`src/design/ifb_pkg.sv`:
```
// ifb_pkg: shared types and constants of the island falloff blend core
// no dependencies
package ifb_pkg;

   localparam int ELEV_W     = 18;
   localparam int COORD_W    = 12;
   localparam int CFG_DIM_W  = 13;
   localparam int CFG_MIX_W  = 17;
   localparam int CSR_DATA_W = 17;
   localparam int CSR_IDX_W  = 2;

   localparam logic [CSR_IDX_W-1:0] REG_MAP_WIDTH     = 2'd0;
   localparam logic [CSR_IDX_W-1:0] REG_MAP_HEIGHT    = 2'd1;
   localparam logic [CSR_IDX_W-1:0] REG_MIX_AMOUNT    = 2'd2;
   localparam logic [CSR_IDX_W-1:0] REG_FALLOFF_SHAPE = 2'd3;

   localparam logic SHAPE_SQUARE = 1'b0;
   localparam logic SHAPE_RADIAL = 1'b1;

   // sideband that travels with each word down the pipeline
   typedef struct packed {
      logic              valid;
      logic              pass;
      logic [ELEV_W-1:0] elev;
   } side_type;

endpackage

```
`src/design/ifb_div.sv`:
```
// ifb_div: pipelined normalization of one coordinate, restoring divide one bit a stage
// output is |2*pos/(dim-1) - 1| clamped to 1.0; depends on ifb_pkg
module ifb_div #(
   parameter int MAX_DIM   = 4096,
   parameter int FRAC_BITS = 16
) (
   input  logic                                  clock,
   input  logic                                  en,
   input  logic [ifb_pkg::COORD_W-1:0]           pos,
   input  logic [ifb_pkg::CFG_DIM_W-1:0]         dim,
   output logic [FRAC_BITS:0]                    ax
);
   import ifb_pkg::*;

   localparam int F  = FRAC_BITS;
   localparam int QB = F + 2;
   localparam int DW = (MAX_DIM > 2) ? $clog2(MAX_DIM) : 1;
   localparam int NW = ((COORD_W + 1 + F > DW) ? COORD_W + 1 + F : DW) + 1;
   localparam int CW = NW + DW + QB;
   localparam logic [QB-1:0] ONE_Q = QB'(1) << F;
   localparam logic [QB-1:0] TWO_Q = QB'(1) << (F + 1);

   logic [DW-1:0] rem_ff  [QB+1];
   logic [QB-1:0] q_ff    [QB+1];
   logic [QB-1:0] nl_ff   [QB+1];
   logic [DW-1:0] den_ff  [QB+1];
   logic          sat_ff  [QB+1];
   logic          zero_ff [QB+1];
   logic [DW-1:0] rem_in  [QB+1];
   logic [QB-1:0] q_in    [QB+1];
   logic [F:0]    ax_ff;
   logic [F:0]    ax_in;

   logic [31:0]   dim32;
   logic [DW-1:0] den0;
   logic [NW-1:0] num0;

   always_comb begin
      dim32 = 32'(dim);
      if (dim32 > 32'(MAX_DIM)) begin
         dim32 = 32'(MAX_DIM);
      end
      den0 = DW'(dim32 - 32'd1);
      num0 = (NW'(pos) << (F + 1)) + NW'(den0 >> 1);
   end

   always_comb begin
      rem_in[0] = DW'(num0 >> QB);
      q_in[0]   = '0;
      for (int k = 1; k <= QB; k++) begin
         logic [DW:0] t;
         t = {rem_ff[k-1], nl_ff[k-1][QB-1]};
         if (t >= {1'b0, den_ff[k-1]}) begin
            rem_in[k] = DW'(t - {1'b0, den_ff[k-1]});
            q_in[k]   = {q_ff[k-1][QB-2:0], 1'b1};
         end else begin
            rem_in[k] = t[DW-1:0];
            q_in[k]   = {q_ff[k-1][QB-2:0], 1'b0};
         end
      end
   end

   always_ff @(posedge clock) begin
      if (en) begin
         rem_ff[0]  <= rem_in[0];
         q_ff[0]    <= q_in[0];
         nl_ff[0]   <= num0[QB-1:0];
         den_ff[0]  <= den0;
         zero_ff[0] <= (dim32 <= 32'd1);
         sat_ff[0]  <= (CW'(num0) >= (CW'(den0) << QB));
         for (int k = 1; k <= QB; k++) begin
            rem_ff[k]  <= rem_in[k];
            q_ff[k]    <= q_in[k];
            nl_ff[k]   <= {nl_ff[k-1][QB-2:0], 1'b0};
            den_ff[k]  <= den_ff[k-1];
            zero_ff[k] <= zero_ff[k-1];
            sat_ff[k]  <= sat_ff[k-1];
         end
         ax_ff <= ax_in;
      end
   end

   always_comb begin
      if (zero_ff[QB]) begin
         ax_in = '0;
      end else if (sat_ff[QB] || (q_ff[QB] > TWO_Q)) begin
         ax_in = (F+1)'(ONE_Q);
      end else if (q_ff[QB] >= ONE_Q) begin
         ax_in = (F+1)'(q_ff[QB] - ONE_Q);
      end else begin
         ax_in = (F+1)'(ONE_Q - q_ff[QB]);
      end
   end

   assign ax = ax_ff;

endmodule

```
`config.mk`:
```
export PLATFORM = sky130hd
export DESIGN_NAME = ifb_div
export DESIGN_NICKNAME = d
export VERILOG_FILES = /design/src/design/ifb_pkg.sv /design/src/design/ifb_div.sv
export SDC_FILE = /design/constraint.sdc
export NUM_CORES = 1
export LEC_CHECK = 0
export BUFFER_PORTS_ARGS = -buffer_cell sky130_fd_sc_hd__buf_2
export CORE_AREA = 2 2 295 297
export CTS_BUF_LIST = sky130_fd_sc_hd__clkbuf_16
export CTS_CLUSTER_DIAMETER = 30
export DETAILED_ROUTE_END_ITERATION = 8
export DIE_AREA = 0 0 297 299
export GPL_TIMING_DRIVEN = 0
export SLEW_MARGIN = 20
export SYNTH_ARGS = -nofsm -noshare
export SYNTH_HDL_FRONTEND = slang
export SYNTH_SLANG_ARGS = --single-unit
```
`constraint.sdc`:
```
create_clock -name clock -period 12.18 [get_ports clock]
set_input_delay 3.045 -clock clock [delete_from_list [all_inputs] [get_ports clock]]
set_output_delay 3.045 -clock clock [all_outputs]
set_load 0.05 [all_outputs]
```
# ---- After elaboration in Yosys (flattened, before gate mapping)
# Memory sizes are Yosys's and may differ from the RTL's.
# Index checks and enable logic that the tools add are counted.
dict set report word_totals {
  ff_bits 17
  ramBits 1178
  in_bits 27
  mem_count 6
}
dict set report op_classes {
  add_sub_neg 22
  magnitude_cmp 23
  n_mux 41
  reduce_logical 2
}
# name words word_bits rd rd_clocked_by_memory_dff wr line
set memory_table {}
lappend memory_table {nl_ff 19 18 18 0 19 ifb_div.sv:25} ;# logic [QB-1:0] nl_ff [QB+1];
lappend memory_table {q_ff 19 18 19 0 19 ifb_div.sv:24} ;# logic [QB-1:0] q_ff [QB+1];
lappend memory_table {den_ff 19 12 18 0 19 ifb_div.sv:26} ;# logic [DW-1:0] den_ff [QB+1];
lappend memory_table {rem_ff 19 12 18 0 19 ifb_div.sv:23} ;# logic [DW-1:0] rem_ff [QB+1];
lappend memory_table {sat_ff 19 1 19 0 19 ifb_div.sv:27} ;# logic sat_ff [QB+1];
lappend memory_table {zero_ff 19 1 19 0 19 ifb_div.sv:28} ;# logic zero_ff [QB+1];
# operator n
set op_table {}
lappend op_table {{greater-or-equal comparator 13 x 12 -> 1 bit} 18}
lappend op_table {{two-way mux 12 bit} 18}
lappend op_table {{subtractor 12 bit} 18}
lappend op_table {{two-way mux 17 bit} 2}
lappend op_table {{adder 29 x 11 -> 30 bit} 1}
lappend op_table {{greater-or-equal comparator 30 bit} 1}
lappend op_table {{two-way mux 1 bit} 20}
lappend op_table {{greater-or-equal comparator 18 x 17 -> 1 bit (second input constant)} 1}
lappend op_table {{> comparator 18 bit (second input constant)} 1}
lappend op_table {{subtractor 17 bit (first input constant)} 1}
lappend op_table {{subtractor 17 bit (second input constant)} 1}
lappend op_table {{> comparator 13 bit (second input constant)} 1}
lappend op_table {{less-or-equal comparator 13 x 1 -> 1 bit (second input constant)} 1}
lappend op_table {{two-way mux 13 bit} 1}
lappend op_table {{subtractor 12 x 1 -> 12 bit (second input constant)} 1}
lappend op_table {{OR reduction 2 bit} 1}
lappend op_table {{logical OR 1 bit} 1}

# ---- Longest topological paths before layout
dict set report logic_depth {
  ltp_word 5
  depth_mapped 16
  depth_no_buf 14
}

# ---- Worst setup path after synthesis
# Ideal clock, no wire load.
dict set report synth_path {
  path_kind {input to register}
  from {input dim[8] (netlist name)}
  to {memory sat_ff[0], data pin}
  setup_time_ns 0.146
  t_arrival_ns 5.919
  t_required_ns 12.034
  slack_ns 6.115
  stages 13
  path_cell_list {or4_1 > buf_2 > o41ai_1 > o22ai_1 > a21oi_1 > inv_1 > ha_1 > nand4_1 > nor2_1 > nand4_1 > or4_1 > or4_1 > a21oi_1}
}
# item line
set synth_rtl {}
lappend synth_rtl {{start: declaration} ifb_div.sv:10} ;# input logic [ifb_pkg::CFG_DIM_W-1:0] dim,
lappend synth_rtl {{end: declaration} ifb_div.sv:27}

==> flow_summary.yaml <==
timing:
  setup_viol: 0
  fin_worst_skew_ns: 0.0233
  tightestPinTransition_ns: 0.837
  fin_ws_ns: 6.09
  min_period_ns: 6.09
  finalHoldViolCount: 0
  finalCritPeriodShare_pct: 50.0
  max-slew-margin-rel_pct: 43.7
  slew_viol_final: 0
  worst_hold_slack_ns: 0.389
  max_freq_mhz: 164
  rsz0062_at_grt: "false"
hold_path:
  holdPathEnd: "q_ff[13][2]"
  holdPathStages: 0
  hp-start: "q_ff[12][1]"
  min_path_type: "flop to flop"
synthesis:
  synthTopCellsByArea: "edfxtp_1, ha_1, mux2_2, inv_1, xnor2_1"
  avgSynthCellArea_um2: 12.5
  synth-edff-count: 658
  yosysUniqueCellTypes: 64
  synth_common_cells: "edfxtp_1, inv_1, ha_1"
  async_flop_share_pct: 0
  yosysMostFrequentCell: "edfxtp_1"
  synth_top_cell_area_share_pct: 58.0
  post-synth-top-area-cell: "edfxtp_1"
  synthFlopType: "edfxtp_1"
  synth-seq-cells: 658
  syn_inst: 2732
  syn_nets: 3006
  yosysWarnings: 0
  syn_area_mm2: 0.0341
  yosysSeqAreaShare_pct: 58.0
clock_tree:
  cts_max_path_buffers: 3
  cts_sinks: 658
  cts_resized: 0
  numCtsBuffers: 143
  post_cts_buffers: 0
  cts_tree: "built"
  holdBufCountCts: 0
  htreeDepth: 4
  cts.clk_slew.worst_paths_ns: 0.05
  cts_root_buf: "clkbuf_16"
  insertion_delay_ns: 0.70
global_route:
  grt_overflow: 0
  track_usage_pct: 15.7
  grt_pass1_wl_mm: 113
  antenna_found_initial: 0
  grt_max_degree: 109
  grt_pass1_vias: 22159
pwr:
  p_switching_uw: 3410
  p_leak_uw: 0.0164
  p_clk_share_pct: 35.9
  peakVddDrop_mv: 0.222
  p_int_uw: 7550
  power_uw: 11000
  p_comb_share_pct: 32.6
  p_per_area_mw_per_mm2: 268
  switching_share_pct: 31.1
  seqPwrFrac_pct: 31.5
die:
  die_area_mm2: 0.0888
  start_util_pct: 39.7
  die-height_um: 299
  core_mm2: 0.0859
  ios: 44
  num_rows: 108
  fp.dieW_um: 297
cells_and_area:
  filler_cell_count: 7628
  drive_gt1_share_pct: 14.7
  nNetsFinal: 3201
  stdcell_count: 4199
  multi_input_area_mm2: 0.0128
  antennaDiodeCount: 0
  regArea_mm2: 0.0198
  syn2layout_area_growth_pct: 20.2
  final_util_pct: 47.7
place:
  io_buffers: 43
  dp.cells: 3937
  place_ws_ns: 5.41
  dp_hpwl_mm: 49.8
  gp_congestion: 0.887
critical_path:
  cp_max_fo: 8
  crit_arrival_ns: 6.61
  required_ns: 12.70
  r2r_setup_slack_ns: 8.70
  cp-end-kind: "flop"
  regToRegEndpoint: "rem_ff[12][8]"
  r2r-start: "den_ff[11][4]"
  crit_path_start_kind: "input pin"
  critPathKind: "input pin to flop"
  r2r_cells: 9
drt:
  wire_per_inst_um: 16.5
  vias_per_cell: 5.12
  totalWireLength_mm: 69.2
  route.met2.wl_mm: 34.0
  vias: 21505
  drt_iter0_markers: 1354
  ant_nets: 0
  wl_met1_mm: 29.8
  first_pass_iters: 5
  drc_errors: 0
  met3WireLength_mm: 3.06
  top_layer_used: "met4"
run:
  drv_cap: 0
status:
  run_status: "complete, no violations"
==> layout make-up <==
| type | instances | area share [%] |
|---|---|---|
| Sequential cell | 658 | 48.2 |
| Inverter | 350 | 3.21 |
| Tap cell | 1155 | 3.53 |
| Timing Repair Buffer | 50 | 1.02 |
| Multi-Input combinational cell | 1669 | 31.2 |
| Clock buffer | 150 | 9.16 |
| Buffer | 55 | 0.541 |
| Clock inverter | 112 | 3.09 |
==> sequential cells by signal, summed over array words and instances, names as in the netlist <==
register and count:
zero_ff 19, rem_ff 215, sat_ff 19, q_ff 171, nl_ff 9, ax 17, den_ff 208
==> critical path, cell delays in order <==
cell,delay [ns]
buf_2,0.11
or4_1,0.50
buf_2,0.18
o41ai_1,0.58
o22ai_1,0.18
a21oi_1,0.26
inv_1,0.09
ha_1,0.27
nand4_1,0.08
nor2_1,0.17
nand4_1,0.13
or4_1,0.40
or4_1,0.41
a21oi_1,0.20
==> kinds of logic (layout without fill, tap and decap cells) <==
group / Yosys count / after routing / synth area share, %
xor gates and xnor gates: 127 / 127 / 3.26
muxes: 198 / 198 / 6.35
DFF: 658 / 658 / 58.0
and+or+nand+nor: 584 / 584 / 8.33
adders and majority gates: 247 / 247 / 9.44
AOI/OAI and AO/OA: 513 / 513 / 10.1
buffers and inverters: 405 / 717 / 4.50
==> how the worst max path moves through the flow <==
stage | from | to | cells past startpoint
6_report | dim[8] | sat_ff[0] | 14
5_1_grt | dim[8] | sat_ff[0] | 14
4_1_cts | dim[8] | sat_ff[0] | 14
3_5_place_dp | dim[8] | sat_ff[0] | 14
3_3_place_gp | en | q_ff[17][15] | 1
2_1_floorplan | dim[8] | sat_ff[0] | 13
==> power groups by stage <==
stage / sequential, uW / combinational, uW / clock (uW)
final: 3450 / 3570 / 3940
after global routing: 3500 / 3980 / 4150
after CTS: 3460 / 3560 / 4030
after detailed placement: 3500 / 3520 / 0
after global placement: 3540 / 3420 / 0
after floorplan: 3370 / 2760 / 0
==> placed cells by master, fill, tap and decap left out, types with 25 or more instances in the layout <==
cell type	n
inv_1	364
nand2_1	125
xnor2_1	86
nor2_1	165
ha_1	230
a21o_1	32
nor2b_1	38
mux2_2	144
edfxtp_1	658
o211ai_1	31
nand3_1	64
o21ai_0	78
xor2_1	41
o31ai_1	35
buf_2	54
mux2i_1	53
bufinv_16	25
nand4_1	34
nor3_1	43
clkbuf_1	41
clkbuf_16	150
nand2b_1	28
a21oi_1	142
==> layer usage <==
layer	vias to the layer above	global-route usage [%]
li1	10576	-
met1	10277	18.9
met2	500	26.9
met3	152	3.11
met4	0	7.74
met5	-	0
==> through the flow <==
stage / TNS, ns / cell area (um^2)
after global placement: -1052.96 / 35700
after global routing: 0 / 41000
after CTS: 0 / 41000
after detailed placement: 0 / 35900
final: 0 / 41000
after floorplan: 0 / 34100
(Power assumes the default switching activity.)
